File: config.mk
export PLATFORM = sky130hd
export DESIGN_NAME = mfs_ctrl
export DESIGN_NICKNAME = d
export VERILOG_FILES = /design/src/sv/mfs_pkg.sv /design/src/sv/mfs_ctrl.sv
export SDC_FILE = /design/constraint.sdc
export NUM_CORES = 1
export LEC_CHECK = 0
export ABC_AREA = 1
export ABC_CLOCK_PERIOD_IN_PS = 2200
export BUFFER_PORTS_ARGS = -buffer_cell sky130_fd_sc_hd__buf_2
export CELL_PAD_IN_SITES_DETAIL_PLACEMENT = 0
export CELL_PAD_IN_SITES_GLOBAL_PLACEMENT = 1
export CORE_MARGIN = 10
export CORE_UTILIZATION = 37
export CTS_CLUSTER_SIZE = 30
export DETAILED_ROUTE_END_ITERATION = 12
export PLACE_DENSITY = 0.79
export SYNTH_ARGS = -nofsm -noshare
export SYNTH_HDL_FRONTEND = slang
export SYNTH_SLANG_ARGS = --single-unit
File: constraint.sdc
create_clock -name clk -period 2.2 [get_ports clk]
set_clock_uncertainty 0.2 [all_clocks]
set_input_delay 0.44 -clock clk [delete_from_list [all_inputs] [get_ports clk]]
set_output_delay 0.44 -clock clk [all_outputs]
set_load 0.02 [all_outputs]
File: src/sv/mfs_pkg.sv
// mfs_pkg: sizes, status codes and controller/datapath command types
// for the maximum frequency stack. No dependencies.
package mfs_pkg;
	localparam int CAPACITY   = 64;
	localparam int DATA_WIDTH = 32;
	localparam int IDX_W      = $clog2(CAPACITY);
	localparam int LINK_W     = IDX_W + 1;
	localparam logic [LINK_W-1:0] NULL_LINK = LINK_W'(CAPACITY);

	localparam logic [1:0] STAT_OK    = 2'd0;
	localparam logic [1:0] STAT_EMPTY = 2'd1;
	localparam logic [1:0] STAT_FULL  = 2'd2;

	localparam logic REQ_PUSH = 1'b0;
	localparam logic REQ_POP  = 1'b1;

	typedef enum logic [3:0] {
		CMD_NONE,
		CMD_LOAD,
		CMD_SCAN_START,
		CMD_SCAN_STEP,
		CMD_PUSH_LVL,
		CMD_PUSH_WR,
		CMD_POP_LVL,
		CMD_POP_HEAD,
		CMD_POP_ENT,
		CMD_POP_WR,
		CMD_ERR_EMPTY,
		CMD_ERR_FULL,
		CMD_OUT
	} cmd_e_t;

	typedef struct packed {
		cmd_e_t op;
	} dp_cmd_t;

	typedef struct packed {
		logic is_pop;
		logic full;
		logic empty;
		logic scan_done;
		logic push_bad;
	} dp_stat_t;
endpackage

File: src/sv/mfs_ctrl.sv
// mfs_ctrl: request sequencer for push and pop, drives datapath commands
// and the handshakes. Depends on mfs_pkg.
module mfs_ctrl
	import mfs_pkg::*;
(
	input  logic     clk,
	input  logic     arst_n,
	input  logic     in_valid,
	output logic     in_ready,
	output logic     out_valid,
	input  logic     out_ready,
	input  dp_stat_t stat,
	output dp_cmd_t  cmd
);
	typedef enum logic [3:0] {
		ST_IDLE, ST_CHK, ST_SCAN, ST_P_WAIT, ST_P_WR,
		ST_O_WAIT1, ST_O_HEAD, ST_O_WAIT2, ST_O_ENT, ST_O_WR, ST_RESP
	} state_t;

	state_t state_q, state_d;

	assign in_ready = (state_q == ST_IDLE);

	always_comb begin
		state_d = state_q;
		cmd.op  = CMD_NONE;
		case (state_q)
			ST_IDLE: begin
				if (in_valid) begin
					cmd.op  = CMD_LOAD;
					state_d = ST_CHK;
				end
			end
			ST_CHK: begin
				if (stat.is_pop) begin
					if (stat.empty) begin
						cmd.op  = CMD_ERR_EMPTY;
						state_d = ST_RESP;
					end else begin
						cmd.op  = CMD_POP_LVL;
						state_d = ST_O_WAIT1;
					end
				end else if (stat.full) begin
					cmd.op  = CMD_ERR_FULL;
					state_d = ST_RESP;
				end else begin
					cmd.op  = CMD_SCAN_START;
					state_d = ST_SCAN;
				end
			end
			ST_SCAN: begin
				cmd.op = CMD_SCAN_STEP;
				if (stat.scan_done) begin
					if (stat.is_pop) begin
						state_d = ST_O_WR;
					end else if (stat.push_bad) begin
						cmd.op  = CMD_ERR_FULL;
						state_d = ST_RESP;
					end else begin
						cmd.op  = CMD_PUSH_LVL;
						state_d = ST_P_WAIT;
					end
				end
			end
			ST_P_WAIT: state_d = ST_P_WR;
			ST_P_WR: begin
				cmd.op  = CMD_PUSH_WR;
				state_d = ST_RESP;
			end
			ST_O_WAIT1: state_d = ST_O_HEAD;
			ST_O_HEAD: begin
				cmd.op  = CMD_POP_HEAD;
				state_d = ST_O_WAIT2;
			end
			ST_O_WAIT2: state_d = ST_O_ENT;
			ST_O_ENT: begin
				cmd.op  = CMD_POP_ENT;
				state_d = ST_SCAN;
			end
			ST_O_WR: begin
				cmd.op  = CMD_POP_WR;
				state_d = ST_RESP;
			end
			ST_RESP: begin
				if (!out_valid || out_ready) begin
					cmd.op  = CMD_OUT;
					state_d = ST_IDLE;
				end
			end
			default: state_d = ST_IDLE;
		endcase
	end

	always_ff @(posedge clk or negedge arst_n) begin
		if (!arst_n) begin
			state_q   <= ST_IDLE;
			out_valid <= 1'b0;
		end else begin
			state_q <= state_d;
			if (cmd.op == CMD_OUT) begin
				out_valid <= 1'b1;
			end else if (out_ready) begin
				out_valid <= 1'b0;
			end
		end
	end
endmodule

==> impl_metrics.toml, run 1 <==
[cts]
ctsHtreeMaxLevel = 1
cts_num_sinks = 5
tritoncts = "built"
clkLatencyLatePin_ns = 0.24
clk_root_buffer_cell = "sky130_fd_sc_hd__clkbuf_4"
cts_max_path_buffers = 2
number_of_buffers_inserted_during_clock_tree_synthesis = 3
clk_pin_slew_worst_paths_ns = 0.04

[layout]
antenna_cells_inserted = 0
instances_no_fill = 117
layout-drive-gt1-share = 0.455
area_growth_synth_to_finish_pct = 22.8
finalNetCount = 111

[synthesis]
netlist.top_cell.by_area = "sky130_fd_sc_hd__dfrtp_1"
synth_sequential_area_ratio = 0.221
synth.top_cells.by_area = "sky130_fd_sc_hd__dfrtp_1 (22%), sky130_fd_sc_hd__nand2_1 (11%), sky130_fd_sc_hd__nor2_4 (8.0%), sky130_fd_sc_hd__nand3_1 (7.1%), sky130_fd_sc_hd__inv_1 (4.6%)"
yosysUniqueCellTypes = 22
yosys.area.top_type_share = 0.221
number_of_synthesis_warnings = 0
postSynthNetCount = 90
synth-seq-cells = 5
synthCells = 81
syn_avg_cell_area_um2 = 6.98
mappedNetlistArea_um2 = 566

[run_status]
status = "finished clean"

[detailed_routing]
post-route-drc-count = 0
wirelength_um = 1410
detailroute.via_count = 587
drtAntennaViolNets = 0
vias_per_cell = 5.02
detailedRoute.firstIterationViolations = 14
drt_pre_antenna_iters = 4
routed_wire_length_per_instance_um = 12.0

[timing]
worst_slew_margin_rel = 0.847
setup-violations-final = 0
fmax_ghz = 0.476
report.final.hold_viol_count = 0
timing.final.crit_share = 0.954
final_period_minus_worst_setup_slack_ns = 2.10
tightestPinTransition_ns = 0.230
unrepaired_setup_endpoints_after_global_routing = "no"
timing_max_transition_violations_final = 0
timing.setup.tns_ns = 0

[setup_path]
crit_arrival_ns = 1.46
cp_cell_sequence = "inv_4 -> nand2_2 -> nor2_4 -> nand3_2 -> o2111ai_1 -> buf_2"
maximum_fanout_count_along_the_critical_path = 8
required_ns = 1.56
timing.setup.critical_path_class = "register to output port"
crit_path_end_kind = "output port"
timing.critical_path.slowest_cell_delay_ns = 0.49
crit_path_start_kind = "register"
critical-path-slowest-cell = "sky130_fd_sc_hd__dfrtp_2"

[placed_design]
port-buffer-count = 14
placedCellCount = 110
place.gp.congestion = 0.920
place.detailed.hpwl_um = 1240

[pwr]
power.leakage_nw = 0.371
power_density_nw_per_um2 = 1430
worst_voltage_drop_across_the_vdd_grid_mv = 0.541

[job]
max_cap_violations = 0

[grt]
grt_start_max_net_pins = 9
track_usage = 0.0820
via_count_of_the_first_global_routing_pass = 567
grt_first_pass_wirelength_um = 2340
grt_overflow_total = 0
grt_antenna_before_repair = 0

[floorplanning]
die_height_um = 59.1
initial_utilization = 0.384
std_cell_rows = 14
io-pin-count = 15
die-area_um2 = 3490
floorplan_core_area_um2 = 1470
floorplan.die.width_um = 59.1

[hold_path]
timing.hold.worst.class = "input port to register"
[cells in the final DEF, fill, tap and decap left out, drive strengths merged]
master       Yosys  layout
nand3b           2       2
nor2            11      11
buf              2      17
inv             14      14
nor3             1       1
dfrtp            5       5
nand4            4       4
nand2           23      23
dlygate4sd3      0       1
clkbuf           0       4
o21ai            5       5
and2             1       1
o2111ai          3       3
o22ai            1       1
nand3            9       9
[power by group]
part	leakage (nW)	switching (mW)	internal (mW)	total [mW]
Sequential	0.0627	0.0683	0.132	0.200
Combinational	0.293	0.433	0.254	0.688
Clock	0.0150	0.0351	0.0684	0.104
Total	0.371	0.537	0.455	0.991
[cell usage after synthesis, drive strengths merged]
master / n
nand3b: 2
nand2: 23
dfrtp: 5
buf: 2
and2: 1
o22ai: 1
o21ai: 5
inv: 14
nor3: 1
nand4: 4
nand3: 9
o2111ai: 3
nor2: 11
[final timing paths]
check | startpoint | endpoint | slack [ns] | cells past startpoint
max in group asynchronous | arst_n | state_q[0] | 1.31 | 2
max | state_q[1] | cmd[2] | 0.10 | 6
max reg2reg | state_q[3] | state_q[1] | 0.75 | 7
min | out_ready | out_valid | 0.33 | 4
min in group asynchronous | arst_n | state_q[2] | 0.35 | 2
min reg2reg | out_valid | out_valid | 0.35 | 2
[repair_timing]
item                                    4_1_cts  5_1_grt
setup buffers                                 0        2
resized for setup                             1        1
hold buffers                                  1        0
endpoints found under the hold margin         5        0
endpoints found under the setup margin        1        4
cloned                                        0        0
[routing by layer]
layer	wire length, um	GRT usage	up-vias
li1	-	-	309
met1	601	0.0952	252
met2	677	0.140	24
met3	110	0.0279	2
met4	16	0.0197	0
met5	0	0	-
[metrics by stage]
stage	hold WS, ns	cell area (um^2)	total power, mW	setup WS [ns]	utilization
after CTS	0.333	678	0.980	0.0157	0.461
after detailed placement	0.0572	641	0.867	0.254	0.435
after floorplan	-0.0556	566	0.724	0.395	-
final	0.329	694	0.991	0.100	0.472
after global placement	0.0569	641	0.873	0.266	0.435
after global routing	0.346	694	1.09	0.00862	0.472
[flip-flops by register name, indices dropped and copies added, names as in the netlist]
signal / count
out_valid: 1
state_q: 4
[worst max-delay path, delay by kind of cell (launching register included)]
kind,cells,cell delay (ns)
compound gates,1,0.12
buf+inv,2,0.31
simple gates,3,0.31
flops,1,0.49
[cell type report]
class | instances | area, um^2
Timing Repair Buffer | 18 | 103
Tap cell | 16 | 20.0
Multi-Input combinational cell | 60 | 360
Fill cell | 152 | 777
Clock buffer | 4 | 26.3
Inverter | 14 | 57.6
Sequential cell | 5 | 128
[logic make-up after synthesis]
family | synth area share
DFF | 0.221
and+or+nand+nor | 0.535
buffers and inverters | 0.142
AOI/OAI and AO/OA | 0.102
No activity file was read; power rests on OpenSTA's default activity.
==> run 2, diff against run 1 <==
- ABC_AREA: 1 -> unset
- CORE_UTILIZATION: 37 -> 36
- PLACE_DENSITY: 0.79 -> 0.78
==> run 2 against run 1 <==
Compared with the run above: synthesized cell count decreased by 15%; total power grew 5.7%; worst hold slack worse by 0.0018 ns; critical path depth fell by 1; flip-flop and latch count unchanged; wire length increased by 9.3%; die area shrank 5.6%; cell area is 0.54% lower; non-clock buffer count grew 7; sequential power is 5% higher; final cell count is 6.8% lower; largest cell class unchanged.
==> impl_metrics.toml, run 2 <==
[grt]
grt_antenna_before_repair = 0
grt_start_max_net_pins = 15
track_usage = 0.0808
grt_first_pass_wirelength_um = 2250
via_count_of_the_first_global_routing_pass = 526
grt_overflow_total = 0

[pwr]
net_load_switching_power_mw = 0.512
report.power.total_mw = 1.05
power.leakage_nw = 0.326
power.switching_fraction = 0.489
p_int_mw = 0.536
pwr-share-seq = 0.200
power_frac_clock = 0.098
power.combinational.fraction = 0.702
power_density_nw_per_um2 = 1520
worst_voltage_drop_across_the_vdd_grid_mv = 0.846

[synthesis]
synth.top_cells.by_area = "sky130_fd_sc_hd__dfrtp_1 (25%), sky130_fd_sc_hd__o21ai_1 (6.0%), sky130_fd_sc_hd__inv_1 (4.5%), sky130_fd_sc_hd__nor2_1 (4.5%), sky130_fd_sc_hd__a21oi_1 (4.0%)"
async_reset_ff_frac = 1.00
synth_sequential_area_ratio = 0.248
number_of_synthesis_warnings = 0
synthCells = 69
synth_common_cells = "sky130_fd_sc_hd__inv_1 (6), sky130_fd_sc_hd__nor2_1 (6), sky130_fd_sc_hd__o21ai_1 (6), sky130_fd_sc_hd__dfrtp_1 (5)"
yosysUniqueCellTypes = 31
mappedNetlistArea_um2 = 504
postSynthNetCount = 78
synth-seq-cells = 5
synthFlopType = "sky130_fd_sc_hd__dfrtp_1"
yosys.area.top_type_share = 0.248
syn_avg_cell_area_um2 = 7.31
netlist.top_cell.by_area = "sky130_fd_sc_hd__dfrtp_1"
synth_edf_count = 0

[cts]
ctsHtreeMaxLevel = 1
number_of_buffers_inserted_during_clock_tree_synthesis = 3
cts_num_sinks = 5
clkLatencyLatePin_ns = 0.24
clk_pin_slew_worst_paths_ns = 0.04
cts_max_path_buffers = 2
clk_root_buffer_cell = "sky130_fd_sc_hd__clkbuf_4"
tritoncts = "built"

[timing]
timing_max_transition_violations_final = 0
setup-violations-final = 0
holdWs_ns = 0.327
final_period_minus_worst_setup_slack_ns = 2.13
report.final.hold_viol_count = 0
fmax_ghz = 0.470
timing.final.crit_share = 0.967
tightestPinTransition_ns = 0.342
worst_slew_margin_rel = 0.772
timing.final.ws_setup_ns = 0.0732

[floorplanning]
initial_utilization = 0.383
floorplan.die.width_um = 57.4
std_cell_rows = 13
die-area_um2 = 3300
io-pin-count = 15
floorplan_core_area_um2 = 1320
die_height_um = 57.4

[layout]
largestRegisters = "state_q: 4 flops, out_valid: 1 flops"
finalNetCount = 104
highest_count_cells_in_the_layout_ignoring_fill_and_taps = "sky130_fd_sc_hd__buf_2 (14), sky130_fd_sc_hd__buf_4 (9), sky130_fd_sc_hd__o21ai_1 (6)"
antenna_cells_inserted = 0
layout.core_utilization = 0.524
layout-drive-gt1-share = 0.372
area_growth_synth_to_finish_pct = 37.0
largest_register_ffs = 4
mostFrequentLayoutCell = "sky130_fd_sc_hd__buf_2"
fill_cells = 128
registers.top_by_ff_count = "state_q"

[setup_path]
crit_path_end_kind = "output port"
required_ns = 1.56
crit_family = "compound AO/OA/AOI/OAI gates"
crit_arrival_ns = 1.49
crit_path_start_kind = "register"
critPathBufInv = 2
cp_cell_sequence = "inv_1 -> a31oi_1 -> a221o_1 -> o21ai_1 -> buf_2"
timing.setup.critical_path_class = "register to output port"
maximum_fanout_count_along_the_critical_path = 7
critical-path-slowest-cell = "sky130_fd_sc_hd__dfrtp_2"
timing.critical_path.slowest_cell_delay_ns = 0.45
r2r_setup_slack_ns = 0.57

[placed_design]
place.detailed.hpwl_um = 1140
port-buffer-count = 14
place_ws_ns = 0.0772
place.gp.congestion = 0.825

[detailed_routing]
detailroute.via_count = 614
post-route-drc-count = 0
drt_pre_antenna_iters = 4
drtAntennaViolNets = 0
vias_per_cell = 5.63
detailedRoute.firstIterationViolations = 17
routed_wire_length_per_instance_um = 14.1
wirelength_um = 1540

[hold_path]
timing.hold.worst.class = "register to register"

[run_status]
status = "finished clean"

[job]
max_cap_violations = 0
[run 2: path summary, 6_finish.rpt]
| check | startpoint | end | cells past startpoint |
|---|---|---|---|
| max in group asynchronous | arst_n | state_q[0] | 2 |
| setup reg to reg | state_q[2] | state_q[0] | 6 |
| setup / recovery | state_q[1] | cmd[2] | 5 |
| min in group asynchronous | arst_n | out_valid | 2 |
| hold reg to reg | state_q[3] | state_q[2] | 1 |
| hold / removal | state_q[3] | state_q[2] | 1 |
[run 2: cells by family after synthesis]
family | after synthesis | synth area share
mux | 2 | 0.0397
compound gates | 26 | 0.335
simple gates | 26 | 0.293
buf+inv | 10 | 0.0844
flops | 5 | 0.248
[run 2: worst reg2reg max path: stages, from the launching register on]
cell                      delay [ns]
sky130_fd_sc_hd__dfrtp_1        0.44
sky130_fd_sc_hd__buf_4          0.21
sky130_fd_sc_hd__inv_1          0.08
sky130_fd_sc_hd__buf_4          0.15
sky130_fd_sc_hd__nand3_1        0.07
sky130_fd_sc_hd__a21oi_1        0.07
sky130_fd_sc_hd__nor4b_1        0.29
[run 2: final cells by class]
type                       count  area, um^2  share of cell area
multi-input combinational     54         342               0.495
clock buffer                   4        26.3              0.0380
sequential                     5         129               0.187
inverter                       6        22.5              0.0326
timing repair buffer          25         153               0.221
tap                           15        18.8              0.0272
[run 2: per-layer routing]
layer / GRT usage / vias to the layer above / share of wire
li1: - / 313 / -
met1: 0.0935 / 281 / 0.43
met2: 0.129 / 18 / 0.50
met3: 0.0398 / 2 / 0.059
met4: 0.0201 / 0 / 0.0078
met5: 0 / - / 0
[run 2: what timing repair did]
item                                   in CTS  in global routing
setup buffers                               0                  6
gates resized for setup                     2                  4
setup endpoints to repair                   2                  3
hold buffers                                1                  0
endpoints found under the hold margin       5                  0
[run 2: power groups by stage]
| stage | Combinational [mW] | Sequential (mW) | Clock, mW |
|---|---|---|---|
| 2_1_floorplan | 0.503 | 0.170 | 0 |
| 3_3_place_gp | 0.643 | 0.218 | 0 |
| 3_5_place_dp | 0.639 | 0.218 | 0 |
| 4_1_cts | 0.643 | 0.221 | 0.109 |
| 5_1_grt | 0.801 | 0.215 | 0.118 |
| 6_report | 0.736 | 0.210 | 0.103 |
[run 2: per-stage QoR]
step / area [um^2] / instances / TNS, ns
after detailed placement: 603 / 98 / 0
after global routing: 691 / 109 / -0.0217
final: 691 / 109 / 0
after CTS: 642 / 103 / 0
after global placement: 603 / 98 / 0
after floorplan: 504 / 69 / 0
==> run 3, diff against run 2 <==
--- a/constraint.sdc
+++ b/constraint.sdc
@@ -4,2 +4,2 @@
 set_output_delay 0.44 -clock clk [all_outputs]
-set_load 0.02 [all_outputs]
+set_load 0.05 [all_outputs]
==> run 3 against run 2 <==
Compared with the run above: register-to-register slack improved by 0.02 ns; final cell count decreased by 0.92%; sequential share of layout area down 0.80 points; worst setup slack better by 0.0013 ns; worst hold slack worse by 0.0072 ns; non-clock buffer count decreased by 1; via count is 2.3% lower; sequential power is essentially flat; flip-flop and latch count stayed put; critical path type unchanged; largest cell class unchanged; highest routed layer unchanged.
==> impl_metrics.toml, run 3 (same netlist as run 2, synthesis figures left out) <==
[timing]
timing.setup.tns_ns = 0
final_period_minus_worst_setup_slack_ns = 2.13
fmax_ghz = 0.470
unrepaired_setup_endpoints_after_global_routing = "no"
setup-violations-final = 0
timing_max_transition_violations_final = 0
worst_slew_margin_rel = 0.792
tightestPinTransition_ns = 0.311
timing.final.crit_share = 0.966
holdWs_ns = 0.320
report.final.hold_viol_count = 0

[grt]
via_count_of_the_first_global_routing_pass = 560
grt_antenna_before_repair = 0
grt_first_pass_wirelength_um = 2520
grt_start_max_net_pins = 12
grt_overflow_total = 0
track_usage = 0.0917

[detailed_routing]
detailroute.via_count = 600
post-route-drc-count = 0
vias_per_cell = 5.56
wirelength_um = 1520
detailedRoute.firstIterationViolations = 8
drtAntennaViolNets = 0
routed_wire_length_per_instance_um = 14.1
drt_pre_antenna_iters = 4

[floorplanning]
std_cell_rows = 13
die_height_um = 57.4
die-area_um2 = 3300
floorplan_core_area_um2 = 1320
floorplan.die.width_um = 57.4
initial_utilization = 0.383
io-pin-count = 15

[layout]
registers.top_by_ff_count = "state_q"
highest_count_cells_in_the_layout_ignoring_fill_and_taps = "sky130_fd_sc_hd__buf_4 (12), sky130_fd_sc_hd__buf_2 (9), sky130_fd_sc_hd__inv_1 (6)"
multiInputGateArea_um2 = 355
mostFrequentLayoutCell = "sky130_fd_sc_hd__buf_4"
fill_cells = 136
largestRegisters = "state_q: 4 flops, out_valid: 1 flops"
finalNetCount = 103
regArea_um2 = 128
largest_register_ffs = 4
layout.core_utilization = 0.542
area_growth_synth_to_finish_pct = 41.7
antenna_cells_inserted = 0
layout-drive-gt1-share = 0.387

[cts]
tritoncts = "built"
number_of_buffers_inserted_during_clock_tree_synthesis = 3
clkLatencyLatePin_ns = 0.24
cts_num_sinks = 5
clk_pin_slew_worst_paths_ns = 0.04
ctsHtreeMaxLevel = 1
clk_root_buffer_cell = "sky130_fd_sc_hd__clkbuf_4"
cts_max_path_buffers = 2

[setup_path]
cp_cell_sequence = "or4_4 -> inv_1 -> buf_4"
required_ns = 1.56
timing.setup.critical_path_class = "register to output port"
critical-path-slowest-cell = "sky130_fd_sc_hd__or4_4"
crit_path_start_kind = "register"
crit_arrival_ns = 1.49
maximum_fanout_count_along_the_critical_path = 10
crit_path_end_kind = "output port"
timing.critical_path.slowest_cell_delay_ns = 0.51

[pwr]
power_density_nw_per_um2 = 1770
worst_voltage_drop_across_the_vdd_grid_mv = 0.902
power.leakage_nw = 0.330
report.power.total_mw = 1.26

[placed_design]
place.gp.congestion = 0.806
port-buffer-count = 14
place.detailed.hpwl_um = 1220

[job]
max_cap_violations = 0

[hold_path]
timing.hold.worst.class = "input port to register"

[run_status]
status = "finished clean"
## run 3: cell count changes in the layout (fill, tap and decap cells not counted), sizes merged
cell  before  now
buf       23   22
## run 3: per-layer routing
metal / vias to the layer above / track usage / wire, um
li1: 307 / - / -
met1: 280 / 0.114 / 702
met2: 11 / 0.141 / 731
met3: 2 / 0.0398 / 68
met4: 0 / 0.0201 / 17
met5: - / 0 / 0
## run 3: path summary, 6_finish.rpt
kind,start,endpoint,slack [ns],depth (start not counted)
setup / recovery,state_q[1],in_ready,0.07,3
setup reg to reg,state_q[1],state_q[1],0.59,4
max in group asynchronous,arst_n,state_q[0],1.33,2
min in group asynchronous,arst_n,state_q[3],0.33,2
hold / removal,out_ready,out_valid,0.32,3
hold reg to reg,out_valid,out_valid,0.33,2
## run 3: final cells by class
cell class,instances,area share
Timing Repair Buffer,24,0.229
Sequential cell,5,0.179
Multi-Input combinational cell,54,0.497
Tap cell,15,0.0263
Inverter,6,0.0315
Clock buffer,4,0.0368
## run 3: timing repair
item                                    in CTS  in global routing
endpoints found under the setup margin       3                  5
pin swaps                                    0                  1
setup buffers                                0                  1
hold buffers                                 1                  0
endpoints found under the hold margin        5                  0
gates resized for setup                      3                  9
gates cloned                                 0                  0
## run 3: through the flow
stage                     area [um^2]  worst slack, ns  std cells
after floorplan                   515            0.135         69
after global placement            644           0.0673        102
after detailed placement          644           0.0559        102
after CTS                         688          0.00373        107
after global routing              714          0.00761        108
final                             714           0.0745        108
## run 3: critical path, delay by kind of cell (launching register included)
family                 cells  cell delay [ns]
buffers and inverters      2             0.26
flip-flops                 1             0.47
AND/OR/NAND/NOR            1             0.51
## run 3: power breakdown
group | total [mW] | leakage (nW) | internal [mW] | switching [mW]
registers | 0.207 | 0.0624 | 0.138 | 0.0691
logic | 0.950 | 0.252 | 0.368 | 0.582
clock network | 0.105 | 0.0150 | 0.0685 | 0.0363
